<file path="src/hw/rtl/aww_pkg.sv">
package aww_pkg;

    // Field widths of the two streams and the configuration register
    localparam int SAMPLE_W  = 12;
    localparam int COL_W     = 7;
    localparam int ROW_W     = 5;
    localparam int S_TDATA_W = 24;
    localparam int M_TDATA_W = 32;
    localparam int S_PAD_W   = S_TDATA_W - SAMPLE_W - COL_W;
    localparam int M_PAD_W   = M_TDATA_W - 2 * SAMPLE_W - ROW_W;

    // Reset values of the scaling state
    localparam logic [SAMPLE_W-1:0] LEAST_SPAN_RST = 12'd10;
    localparam logic [SAMPLE_W-1:0] SCALE_SPAN_RST = 12'd10;

    // Function codes carried on s_tuser
    typedef enum logic {
        FUNC_PUSH  = 1'b0,
        FUNC_QUERY = 1'b1
    } aww_func_t;

    // Commands from the controller to the datapath
    typedef struct packed {
        logic capture;
        logic write_push;
        logic scan_step;
        logic commit;
        logic query_read;
        logic query_mul;
        logic div_step;
        logic load_out;
    } aww_cmd_t;

    // Status from the datapath to the controller
    typedef struct packed {
        logic scan_done;
        logic div_done;
        logic out_free;
    } aww_sts_t;

endpackage

</file>
<file path="src/hw/rtl/aww_ram.sv">
module aww_ram #(
    parameter int WIDTH = 12,
    parameter int DEPTH = 128
) (
    input  logic                     aclk,
    input  logic                     wr_en,
    input  logic [$clog2(DEPTH)-1:0] wr_addr,
    input  logic [WIDTH-1:0]         wr_data,
    input  logic [$clog2(DEPTH)-1:0] rd_addr,
    output logic [WIDTH-1:0]         rd_data
);

    logic [WIDTH-1:0] mem [DEPTH];

    // Write one word, read one word with registered data
    always_ff @(posedge aclk) begin
        if (wr_en) begin
            mem[wr_addr] <= wr_data;
        end
        rd_data <= mem[rd_addr];
    end

endmodule

</file>
<file path="src/hw/rtl/aww_ctrl.sv">
module aww_ctrl
    import aww_pkg::*;
(
    input  logic      aclk,
    input  logic      aresetn,
    input  logic      s_tvalid,
    output logic      s_tready,
    input  logic      s_tuser,
    input  aww_sts_t  sts,
    output aww_cmd_t  cmd
);

    typedef enum logic [7:0] {
        ST_IDLE   = 8'b0000_0001,
        ST_WRITE  = 8'b0000_0010,
        ST_SCAN   = 8'b0000_0100,
        ST_COMMIT = 8'b0000_1000,
        ST_QREAD  = 8'b0001_0000,
        ST_QMUL   = 8'b0010_0000,
        ST_DIV    = 8'b0100_0000,
        ST_OUT    = 8'b1000_0000
    } aww_state_t;

    aww_state_t state_reg, state_next;

    // Sequence one transaction through push or query steps
    always_comb begin
        state_next = state_reg;
        cmd        = '0;
        s_tready   = 1'b0;
        case (state_reg)
            ST_IDLE: begin
                s_tready = 1'b1;
                if (s_tvalid) begin
                    cmd.capture = 1'b1;
                    state_next  = (s_tuser == FUNC_QUERY) ? ST_QREAD : ST_WRITE;
                end
            end
            ST_WRITE: begin
                cmd.write_push = 1'b1;
                state_next     = ST_SCAN;
            end
            ST_SCAN: begin
                if (sts.scan_done) begin
                    state_next = ST_COMMIT;
                end else begin
                    cmd.scan_step = 1'b1;
                end
            end
            ST_COMMIT: begin
                cmd.commit = 1'b1;
                state_next = ST_OUT;
            end
            ST_QREAD: begin
                cmd.query_read = 1'b1;
                state_next     = ST_QMUL;
            end
            ST_QMUL: begin
                cmd.query_mul = 1'b1;
                state_next    = ST_DIV;
            end
            ST_DIV: begin
                if (sts.div_done) begin
                    state_next = ST_OUT;
                end else begin
                    cmd.div_step = 1'b1;
                end
            end
            ST_OUT: begin
                if (sts.out_free) begin
                    cmd.load_out = 1'b1;
                    state_next   = ST_IDLE;
                end
            end
            default: begin
                state_next = ST_IDLE;
            end
        endcase
    end

    always_ff @(posedge aclk) begin
        if (!aresetn) begin
            state_reg <= ST_IDLE;
        end else begin
            state_reg <= state_next;
        end
    end

    // One transaction at a time: no second accept straight after the first
    a_single_item: assert property (@(posedge aclk) disable iff (!aresetn)
        (s_tvalid && s_tready) |=> !s_tready)
        else $error("input accepted while a transaction is in progress");

    // A result is loaded only when the output register can take it
    a_load_free: assert property (@(posedge aclk) disable iff (!aresetn)
        cmd.load_out |-> (sts.out_free && state_reg == ST_OUT))
        else $error("result loaded over an unread result");

endmodule

</file>
<file path="src/hw/rtl/aww_datapath.sv">
module aww_datapath
    import aww_pkg::*;
#(
    parameter int WINDOW_LEN  = 128,
    parameter int PLOT_HEIGHT = 32
) (
    input  logic                 aclk,
    input  logic                 aresetn,
    input  logic                 cfg_wr_en,
    input  logic [SAMPLE_W-1:0]  cfg_wr_data,
    input  logic [S_TDATA_W-1:0] s_tdata,
    input  logic                 s_tuser,
    input  aww_cmd_t             cmd,
    output aww_sts_t             sts,
    output logic                 m_tvalid,
    input  logic                 m_tready,
    output logic [M_TDATA_W-1:0] m_tdata
);

    localparam int AW  = $clog2(WINDOW_LEN);
    localparam int AX  = AW + 1;
    localparam int FW  = $clog2(WINDOW_LEN + 1);
    localparam int HW  = $clog2(PLOT_HEIGHT);
    localparam int PW  = SAMPLE_W + HW;
    localparam int DCW = $clog2(PW + 1);
    localparam int RW  = SAMPLE_W + 1;

    localparam logic [AX-1:0]  LEN_X    = AX'(WINDOW_LEN);
    localparam logic [AW-1:0]  LAST_X   = AW'(WINDOW_LEN - 1);
    localparam logic [FW-1:0]  FILL_MAX = FW'(WINDOW_LEN);
    localparam logic [HW-1:0]  H1       = HW'(PLOT_HEIGHT - 1);
    localparam logic [DCW-1:0] DIV_LEN  = DCW'(PW);

    // Captured transaction
    logic [SAMPLE_W-1:0] sample_reg;
    logic [COL_W-1:0]    col_reg;
    logic                query_reg;

    // Window bookkeeping and scaling state
    logic [AW-1:0]       oldest_reg, oldest_next;
    logic [FW-1:0]       fill_reg, fill_next;
    logic [SAMPLE_W-1:0] low_mark_reg, low_mark_next;
    logic [SAMPLE_W-1:0] span_reg, span_next;
    logic [SAMPLE_W-1:0] least_reg, least_next;

    // Scan
    logic [AX-1:0]       scan_cnt_reg, scan_cnt_next;
    logic                pend_reg, pend_next;
    logic                pend_ok_reg;
    logic [SAMPLE_W-1:0] lo_reg, hi_reg;

    // Query and divider
    logic                q_ok_reg;
    logic [RW-1:0]       rem_reg;
    logic [PW-1:0]       num_reg;
    logic [DCW-1:0]      div_cnt_reg, div_cnt_next;

    // Output register
    logic                 m_valid_reg, m_valid_next;
    logic [M_TDATA_W-1:0] m_data_reg;

    // Memory ports
    logic [AW-1:0]       ram_raddr;
    logic [SAMPLE_W-1:0] ram_rdata;

    logic [SAMPLE_W-1:0] floor_span;
    logic [SAMPLE_W-1:0] scan_val;
    logic [SAMPLE_W-1:0] diff;
    logic [AW-1:0]       col_sat;
    logic [AX-1:0]       idx_sum;
    logic [AW-1:0]       q_idx;
    logic [SAMPLE_W-1:0] q_val;
    logic [SAMPLE_W-1:0] off_raw;
    logic [SAMPLE_W-1:0] off_c;
    logic [PW-1:0]       prod;
    logic [RW-1:0]       rem_sh;
    logic                rem_ge;
    logic [HW-1:0]       row_full;
    logic [ROW_W-1:0]    row_out;

    aww_ram #(
        .WIDTH (SAMPLE_W),
        .DEPTH (WINDOW_LEN)
    ) u_window (
        .aclk    (aclk),
        .wr_en   (cmd.write_push),
        .wr_addr (oldest_reg),
        .wr_data (sample_reg),
        .rd_addr (ram_raddr),
        .rd_data (ram_rdata)
    );

    // A zero floor counts as one so the span never reaches zero
    assign floor_span = (least_reg == '0) ? SAMPLE_W'(1) : least_reg;

    // Ring position of the queried column; columns past the window take the newest
    assign col_sat = (32'(col_reg) >= 32'(WINDOW_LEN)) ? LAST_X : AW'(col_reg);
    assign idx_sum = {1'b0, oldest_reg} + {1'b0, col_sat};
    assign q_idx   = (idx_sum >= LEN_X) ? AW'(idx_sum - LEN_X) : idx_sum[AW-1:0];

    assign ram_raddr = cmd.query_read ? q_idx : scan_cnt_reg[AW-1:0];

    // Entries beyond the fill count were never written and read as zero
    assign scan_val = pend_ok_reg ? ram_rdata : '0;
    assign q_val    = q_ok_reg ? ram_rdata : '0;
    assign diff     = hi_reg - lo_reg;

    // Offset above the minimum, clamped to the span, times the top row
    assign off_raw = (q_val > low_mark_reg) ? (q_val - low_mark_reg) : '0;
    assign off_c   = (off_raw > span_reg) ? span_reg : off_raw;
    assign prod    = {{HW{1'b0}}, off_c} * {{SAMPLE_W{1'b0}}, H1};

    // Restoring divider step: one quotient bit per cycle
    assign rem_sh = {rem_reg[SAMPLE_W-1:0], num_reg[PW-1]};
    assign rem_ge = rem_sh >= {1'b0, span_reg};

    assign row_full = H1 - num_reg[HW-1:0];
    assign row_out  = query_reg ? ROW_W'(row_full) : '0;

    assign sts.scan_done = (scan_cnt_reg == LEN_X) && !pend_reg;
    assign sts.div_done  = (div_cnt_reg == '0);
    assign sts.out_free  = !m_valid_reg || m_tready;

    // Next values of the control state
    always_comb begin
        oldest_next   = oldest_reg;
        fill_next     = fill_reg;
        low_mark_next = low_mark_reg;
        span_next     = span_reg;
        least_next    = least_reg;
        scan_cnt_next = scan_cnt_reg;
        pend_next     = pend_reg;
        div_cnt_next  = div_cnt_reg;
        m_valid_next  = m_valid_reg;

        if (cfg_wr_en) begin
            least_next = cfg_wr_data;
        end
        // Advance the ring after the write, count the fill up to the window
        if (cmd.write_push) begin
            oldest_next   = (oldest_reg == LAST_X) ? '0 : oldest_reg + AW'(1);
            fill_next     = (fill_reg == FILL_MAX) ? fill_reg : fill_reg + FW'(1);
            scan_cnt_next = '0;
            pend_next     = 1'b0;
        end
        if (cmd.scan_step) begin
            pend_next = (scan_cnt_reg != LEN_X);
            if (scan_cnt_reg != LEN_X) begin
                scan_cnt_next = scan_cnt_reg + AX'(1);
            end
        end
        if (cmd.commit) begin
            low_mark_next = lo_reg;
            span_next     = (diff > floor_span) ? diff : floor_span;
        end
        if (cmd.query_mul) begin
            div_cnt_next = DIV_LEN;
        end
        if (cmd.div_step) begin
            div_cnt_next = div_cnt_reg - DCW'(1);
        end
        // Hold the result until taken
        if (cmd.load_out) begin
            m_valid_next = 1'b1;
        end else if (m_tready) begin
            m_valid_next = 1'b0;
        end
    end

    always_ff @(posedge aclk) begin
        if (!aresetn) begin
            oldest_reg   <= '0;
            fill_reg     <= '0;
            low_mark_reg <= '0;
            span_reg     <= SCALE_SPAN_RST;
            least_reg    <= LEAST_SPAN_RST;
            scan_cnt_reg <= '0;
            pend_reg     <= 1'b0;
            div_cnt_reg  <= '0;
            m_valid_reg  <= 1'b0;
        end else begin
            oldest_reg   <= oldest_next;
            fill_reg     <= fill_next;
            low_mark_reg <= low_mark_next;
            span_reg     <= span_next;
            least_reg    <= least_next;
            scan_cnt_reg <= scan_cnt_next;
            pend_reg     <= pend_next;
            div_cnt_reg  <= div_cnt_next;
            m_valid_reg  <= m_valid_next;
        end
    end

    // Payload registers
    always_ff @(posedge aclk) begin
        if (cmd.capture) begin
            sample_reg <= s_tdata[SAMPLE_W-1:0];
            col_reg    <= s_tdata[SAMPLE_W +: COL_W];
            query_reg  <= s_tuser;
        end
        // Start the scan from an empty range
        if (cmd.write_push) begin
            lo_reg <= '1;
            hi_reg <= '0;
        end
        if (cmd.scan_step) begin
            pend_ok_reg <= FW'(scan_cnt_reg[AW-1:0]) < fill_reg;
            if (pend_reg) begin
                if (scan_val < lo_reg) begin
                    lo_reg <= scan_val;
                end
                if (scan_val > hi_reg) begin
                    hi_reg <= scan_val;
                end
            end
        end
        if (cmd.query_read) begin
            q_ok_reg <= FW'(q_idx) < fill_reg;
        end
        if (cmd.query_mul) begin
            num_reg <= prod;
            rem_reg <= '0;
        end
        if (cmd.div_step) begin
            rem_reg <= rem_ge ? (rem_sh - {1'b0, span_reg}) : rem_sh;
            num_reg <= {num_reg[PW-2:0], rem_ge};
        end
        if (cmd.load_out) begin
            m_data_reg <= {{M_PAD_W{1'b0}}, row_out, span_reg, low_mark_reg};
        end
    end

    assign m_tvalid = m_valid_reg;
    assign m_tdata  = m_data_reg;

    a_span_nonzero: assert property (@(posedge aclk) disable iff (!aresetn)
        span_reg != '0)
        else $error("scale span reached zero");

    a_commit_floor: assert property (@(posedge aclk) disable iff (!aresetn)
        cmd.commit |=> span_reg >= $past(floor_span))
        else $error("committed span below the floor");

    a_quot_bound: assert property (@(posedge aclk) disable iff (!aresetn)
        (cmd.load_out && query_reg) |-> num_reg <= PW'(PLOT_HEIGHT - 1))
        else $error("row quotient beyond the plot height");

    a_fill_bound: assert property (@(posedge aclk) disable iff (!aresetn)
        fill_reg <= FILL_MAX)
        else $error("fill count beyond the window length");

endmodule

</file>
<file path="src/hw/rtl/autorange_waveform_window.sv">
// Channel   Direction  Ports                        Contents
// s_        in         s_tvalid s_tready            s_tdata: sample, column; s_tuser: func
// m_        out        m_tvalid m_tready            m_tdata: window_min, window_span, plot_row
// cfg_      in         cfg_wr_en cfg_wr_data        least_span, written at any enabled edge
//
// A push writes the sample into the window memory, then reads the memory one entry per
// cycle for the min/max scan and commits the new minimum and span. A query reads its
// column, multiplies, then runs the bit-serial divider (one quotient bit per cycle).
// One transaction is in progress at a time; the next is accepted while the result
// waits in the output register. A stalled m_ side holds the result and the block.
// Reset is synchronous, active low; the window reads as zeros until each entry is
// written, tracked by a fill count, so no clearing pass follows reset.
module autorange_waveform_window
    import aww_pkg::*;
#(
    parameter int WINDOW_LEN  = 128,
    parameter int PLOT_HEIGHT = 32
) (
    input  logic                 aclk,
    input  logic                 aresetn,
    input  logic                 cfg_wr_en,
    input  logic [SAMPLE_W-1:0]  cfg_wr_data,
    input  logic                 s_tvalid,
    output logic                 s_tready,
    input  logic [S_TDATA_W-1:0] s_tdata,   // [11:0] sample, [18:12] column
    input  logic                 s_tuser,   // [0] func
    output logic                 m_tvalid,
    input  logic                 m_tready,
    output logic [M_TDATA_W-1:0] m_tdata    // [11:0] window_min, [23:12] window_span,
                                            // [28:24] plot_row
);

    aww_cmd_t cmd;
    aww_sts_t sts;

    aww_ctrl u_ctrl (
        .aclk     (aclk),
        .aresetn  (aresetn),
        .s_tvalid (s_tvalid),
        .s_tready (s_tready),
        .s_tuser  (s_tuser),
        .sts      (sts),
        .cmd      (cmd)
    );

    aww_datapath #(
        .WINDOW_LEN  (WINDOW_LEN),
        .PLOT_HEIGHT (PLOT_HEIGHT)
    ) u_datapath (
        .aclk        (aclk),
        .aresetn     (aresetn),
        .cfg_wr_en   (cfg_wr_en),
        .cfg_wr_data (cfg_wr_data),
        .s_tdata     (s_tdata),
        .s_tuser     (s_tuser),
        .cmd         (cmd),
        .sts         (sts),
        .m_tvalid    (m_tvalid),
        .m_tready    (m_tready),
        .m_tdata     (m_tdata)
    );

endmodule

</file>
<file path="config.mk">
export PLATFORM = sky130hd
export DESIGN_NAME = autorange_waveform_window
export DESIGN_NICKNAME = d
export VERILOG_FILES = /design/src/hw/rtl/aww_pkg.sv /design/src/hw/rtl/aww_ram.sv /design/src/hw/rtl/aww_ctrl.sv /design/src/hw/rtl/aww_datapath.sv /design/src/hw/rtl/autorange_waveform_window.sv
export SDC_FILE = /design/constraint.sdc
export NUM_CORES = 2
export LEC_CHECK = 0
export ABC_CLOCK_PERIOD_IN_PS = 13200
export BUFFER_PORTS_ARGS = -buffer_cell sky130_fd_sc_hd__buf_2
export CAP_MARGIN = 20
export CORE_MARGIN = 10
export CORE_UTILIZATION = 55
export DETAILED_ROUTE_END_ITERATION = 16
export HOLD_SLACK_MARGIN = 0.06
export PLACE_DENSITY_LB_ADDON = 0.3
export SYNTH_ARGS = -nofsm -noshare
export SYNTH_HDL_FRONTEND = slang
export SYNTH_SLANG_ARGS = --single-unit
</file>
<file path="constraint.sdc">
create_clock -name aclk -period 13.2 [get_ports aclk]
set_input_delay 1.32 -clock aclk [delete_from_list [all_inputs] [get_ports aclk]]
set_output_delay 1.32 -clock aclk [all_outputs]
set_load 0.02 [all_outputs]
</file>
; Word-level counts from Yosys, hierarchy flattened
; Memories as Yosys holds them, arrays and structs flattened. A register that Yosys moved wholly into a read port is not among the register bits.
; Index checks and enable logic that the tools add are counted.
[word_totals]
reg_bits = 178
mem_bits_rw = 1536
input_bits = 42
out_inout_bits = 34
mem_count = 1
[mem_list]
columns = name, words, width, rd, rd_clocked_by_memory_dff, write_ports, line
row1 = u_datapath.u_window.mem, 128, 12, 1, 1, 1, aww_ram.sv:13  ; logic [WIDTH-1:0] mem [DEPTH];
[classes]
n_addsub = 10
n_mul = 1
magnitude_cmp = 9
n_eq_ne = 16
mux = 52
bitwise = 1
reduce_logical = 11
[ops]
columns = op, n
row1 = $mux 12, 17
row2 = $pmux 8 s8, 1
row3 = $mux 8, 7
row4 = $gt 12x12->1, 4
row5 = $sub 12x12->12, 3
row6 = $mux 17, 2
row7 = $eq 8x8->1 const B, 3
row8 = $mux 7, 3
row9 = $mux 1, 19
row10 = $mul 12x5->17 const B, 1
row11 = $add 8x1->8 const B, 2
row12 = $lt 7x8->1, 2
row13 = $mux 5, 3
row14 = $ge 13x12->1, 1
row15 = $logic_not 12->1, 1
row16 = $lt 12x12->1, 1
row17 = $add 7x7->8, 1
row18 = $eq 8x1->1 const B, 1
row19 = $eq 8x2->1 const B, 1
row20 = $eq 8x3->1 const B, 1
row21 = $eq 8x4->1 const B, 1
row22 = $eq 8x5->1 const B, 1
row23 = $eq 8x6->1 const B, 1
row24 = $eq 8x7->1 const B, 1
row25 = 16 further kinds, 22

; Depth between registers and ports, before layout
[depth]
ltp_word = 8
depth_mapped = 37
ltp_nobuf = 34

; Modules after synthesis
; From an unflattened synthesis, not the netlist that was laid out.
[unflattened]
cells_unflattened = 3705
area_unflattened_um2 = 71591.2
[modules_own_cells]
columns = mod, instances, cells_per_inst, area_per_inst_um2
row1 = aww_ram, 1, 2362, 59128.0
row2 = aww_datapath, 1, 1282, 11940.2
row3 = aww_ctrl, 1, 61, 523.0

; Worst setup path after synthesis
; No wires, ideal clock.
[synth_timing]
path_type = reg2reg
startpoint = register u_datapath.q_ok_reg
endpoint = register u_datapath.num_reg[16], data pin
setup_ps = 270
t_arrival_ps = 7857
t_required_ps = 12930
setup_slack_ps = 5072
stages_incl_launch_ff = 36
n_path_buf = 4
synth_period_minus_slack_ps = 8128
cell_sequence = edfxtp_1 clkbuf_1 and2_1 ha_1 a21o_1 a21o_1 a211o_1 o21bai_1 clkbuf_1 nor2_1 ha_1 a21o_1 a21o_1 a221oi_1 o31ai_1 a41o_1 nand2_1 buf_1 buf_1 nand2_1 o21ai_0 fa_1 fa_1 inv_1 fa_1 inv_1 ha_1 a21o_1 a21oi_1 o21ai_0 nand3_1 nor3b_1 nor2_1 a31oi_1 xnor2_1 a21oi_1
[synth_between]
elab_chain_cells = 8
word_cells_on_any_way = 9
[synth_rtl]
columns = element, line
row1 = start: declaration, aww_datapath.sv:53  ; logic q_ok_reg;
row2 = start signal: assignment, aww_datapath.sv:218  ; q_ok_reg <= FW'(q_idx) < fill_reg;
row3 = $mux 12 (*), aww_datapath.sv:105  ; assign q_val = q_ok_reg ? ram_rdata : '0;
row4 = $sub 12x12->12 / $gt 12x12->1 (equally long branches), aww_datapath.sv:109  ; assign off_raw = (q_val > low_mark_reg) ? (q_val - low_mark_reg) : '0;
row5 = $mux 12 (*), aww_datapath.sv:109
row6 = $gt 12x12->1, aww_datapath.sv:110  ; assign off_c = (off_raw > span_reg) ? span_reg : off_raw;
row7 = $mux 12 (*), aww_datapath.sv:110
row8 = $mul 12x5->17 (*), aww_datapath.sv:111  ; assign prod = {{HW{1'b0}}, off_c} * {{SAMPLE_W{1'b0}}, H1};
row9 = $mux 17 (*), aww_datapath.sv:220  ; if (cmd.query_mul) begin
row10 = $mux 17 (*), aww_datapath.sv:224  ; if (cmd.div_step) begin
row11 = end signal: assignment, aww_datapath.sv:221  ; num_reg <= prod;
row12 = end signal: assignment, aww_datapath.sv:226  ; num_reg <= {num_reg[PW-2:0], rem_ge};
row13 = end: declaration, aww_datapath.sv:55  ; logic [PW-1:0] num_reg;
; Every way passes the cells marked *; elsewhere a longest branch is shown, timed or not. The select of a mux whose other input is x is not followed.
; A chain may end at the register's enable or synchronous reset.

; Worst setup path in the final report
; Ends and elaborated chain as after synthesis.

==> flow_summary.json <==
{
  "cts_tree": "built",
  "drc": 0,
  "dp_hpwl_um": 111000,
  "finalSetupViolations": 0,
  "ys.flop_type": "edfxtp_1",
  "hold_ws_ps": 455,
  "max_slew.worst_pin.slew_ps": 1200,
  "cts_buffers": 168,
  "drive_gt1_share_pct": 12.1,
  "cp-start-kind": "flop",
  "reg2reg_from": "u_datapath.q_ok_reg$_DFFE_PN_",
  "min_path_type": "flop to flop",
  "power_mw": 14.4,
  "insertion_delay_ps": 820,
  "drv_slew": 0,
  "initial_core_util_pct": 55.2,
  "antenna_found_initial": 9,
  "crit_arrival_ps": 9800,
  "synthCells": 5004,
  "synth_seq_cells": 1726,
  "core_mm2": 0.131,
  "critPathSlowestCell": "o21bai_1",
  "viasPerCell": 6.25,
  "cp.required_ps": 13740,
  "clk_pin_slew_ps": 60,
  "multi_input_area_mm2": 0.0200,
  "fmax_mhz": 108,
  "final-hold-violation-count": 0,
  "maxSlewHeadroom_pct": 18.9,
  "hold_start": "u_datapath.span_reg[5]$_SDFFE_PN0P_",
  "ctsHtreeMaxLevel": 4,
  "nets": 5381,
  "p_leak_nw": 27.9,
  "worst_slack_ps": 3940,
  "p_per_area_mw_per_mm2": 178,
  "reg2regPathDepth": 30,
  "drt-initial-drc-count": 5388,
  "tns_ps": 0,
  "die_width_um": 383,
  "dieArea_mm2": 0.147,
  "wire_per_inst_um": 26.0,
  "first_pass_iters": 6,
  "crit_fanout": 14,
  "setup.worst_path.end_class": "flop",
  "gp_congestion": 0.897,
  "postRouteAntennaNets": 0,
  "fp.dieH_um": 383,
  "grtUsageTotal_pct": 24.7,
  "grt_overflow": 0,
  "portBuffers": 67,
  "wl_um": 184000,
  "cts-root-buf": "clkbuf_16",
  "boundaryPins": 76,
  "fin_worst_skew_ps": 55.5,
  "critPathMaxStageDelay_ps": 780,
  "post_cts_buffers": 0,
  "yosysSeqAreaShare_pct": 70.0,
  "rrSetupSlack_ps": 3940,
  "num_rows": 133,
  "status": "finished, final reports clean",
  "ys_types": 81,
  "place_ws_ps": 4070,
  "register_area_mm2": 0.0507,
  "synth_edf_count": 1616,
  "cts_resized": 0,
  "cap_violations": 0,
  "area_delta_synth_final_pct": 11.8,
  "cp_common_cell": "a21o_1",
  "finalCritPeriodShare_pct": 70.1,
  "grt_pass1_vias": 43000,
  "rsz0062_at_grt": "false",
  "cts_hold_buf": 0,
  "clockBufferDepth": 3,
  "grt_first_pass_wirelength_um": 273000,
  "grt_max_degree": 111,
  "postSynthAreaPerCell_um2": 14.5,
  "cts_sinks": 1726,
  "min_to": "u_datapath.m_tdata[17]$_DFFE_PP_",
  "syn_area_mm2": 0.0724,
  "critical_path_class": "flop to flop",
  "peakVddDrop_v": 0.000356,
  "min_period_ps": 9260,
  "yosys_warnings": 0,
  "post-route-util_pct": 61.7,
  "vias": 44100,
  "fillers": 9662,
  "r2r-end": "u_datapath.num_reg[16]$_DFFE_PP_",
  "hold_depth": 0,
  "largest_register_ffs": 1536,
  "synthArstFlopShare_pct": 0
}
-- layer usage --
metal / vias up / GRT usage (%) / part of all wire (%)
li1: 19500 / - / -
met5: - / 0 / 0.021
met1: 22100 / 33.7 / 40
met2: 2181 / 39.9 / 48
met3: 355 / 4.20 / 8.9
met4: 6 / 8.74 / 3.4
-- synthesized netlist by cell type, types with 23 or more instances --
library cell	count	area (um2)
inv_1	131	492
buf_2	67	335
mux4_2	81	1820
a21o_1	37	278
clkbuf_1	153	574
nand4_1	55	344
buf_4	29	218
a22oi_1	24	180
a2111oi_0	23	201
mux2i_1	320	3200
nor3_1	35	175
and3_1	108	676
xnor2_1	47	412
o22ai_1	24	150
nand2_1	607	2280
nand3_1	216	1080
a32oi_1	28	245
nor2b_1	23	144
fa_1	26	521
o21ai_0	103	515
a221oi_1	69	604
nor4_1	30	188
a21oi_1	133	666
xor2_1	25	219
a211oi_1	205	1540
dfxtp_1	110	2200
nor2_1	285	1070
ha_1	133	1660
a31oi_1	48	300
edfxtp_1	1616	48500
buf_1	30	113
-- layout make-up --
type	instances	share of cell area [%]
diodes	3	0.00927
clock buffers	215	5.58
clock inverters	84	0.910
inverters	133	0.617
multi-input cells	2860	24.7
flip-flops and latches	1726	62.7
well taps	1755	2.71
repair buffers	291	2.78
-- cell usage in the layout (no fill, tap or decap), types with 25 or more instances in the layout --
master     instances
clkbuf_16        173
fa_1              26
a211oi_1         205
buf_2             67
dfxtp_1          110
and3_1           108
nor2_1           280
xnor2_1           47
nand4_1           55
a32oi_1           28
xor2_1            25
mux4_2            81
edfxtp_1        1616
clkinv_1          37
a31oi_1           48
mux2i_1          320
nand3_1          214
buf_4            188
nor4_1            30
a21oi_1          133
nand2_1          607
clkbuf_1          39
inv_1            131
buf_6             28
o21ai_0          102
ha_1             133
a221oi_1          69
nor3_1            35
a21o_1            35
-- kinds of logic after synthesis --
logic type | after synthesis | synth area share (%)
buf+inv | 420 | 2.52
xor+xnor | 72 | 0.871
flops | 1726 | 70.0
compound gates | 771 | 7.41
simple gates | 1449 | 9.14
fa+ha+maj | 161 | 3.04
other cells | 1 | 0.00518
mux | 404 | 6.99
-- worst max-delay path: cells and delay by family, from the launching register on --
family / cells / cell delay (ps)
adders and majority gates: 6 / 2730
buffers and inverters: 2 / 130
xor gates and xnor gates: 1 / 150
AOI/OAI and AO/OA: 15 / 4340
DFF: 1 / 520
and+or+nand+nor: 6 / 1080
-- where the power goes --
| group | switching, mW | internal, mW | total [mW] |
|---|---|---|---|
| Clock | 2.05 | 2.53 | 4.59 |
| Sequential | 0.0535 | 6.42 | 6.47 |
| Combinational | 2.08 | 1.25 | 3.32 |
| Total | 4.18 | 10.2 | 14.4 |
-- worst max-delay path by stage --
stage / from / to / depth (start not counted)
floorplan: u_datapath.q_ok_reg$_DFFE_PN_ / u_datapath.num_reg[16]$_DFFE_PP_ / 35
global placement: u_datapath.q_ok_reg$_DFFE_PN_ / u_datapath.num_reg[16]$_DFFE_PP_ / 30
detailed placement: u_datapath.q_ok_reg$_DFFE_PN_ / u_datapath.num_reg[16]$_DFFE_PP_ / 30
CTS: u_datapath.q_ok_reg$_DFFE_PN_ / u_datapath.num_reg[16]$_DFFE_PP_ / 30
global route: u_datapath.q_ok_reg$_DFFE_PN_ / u_datapath.num_reg[16]$_DFFE_PP_ / 30
finish: u_datapath.q_ok_reg$_DFFE_PN_ / u_datapath.num_reg[16]$_DFFE_PP_ / 30
-- metrics by stage --
| step | cells | area (um2) |
|---|---|---|
| 2_1_floorplan | 5006 | 72400 |
| 3_3_place_gp | 6706 | 75100 |
| 6_report | 7067 | 81000 |
| 3_5_place_dp | 6733 | 75300 |
| 4_1_cts | 7032 | 80600 |
| 5_1_grt | 7064 | 81000 |
(Power assumes the default switching activity.)
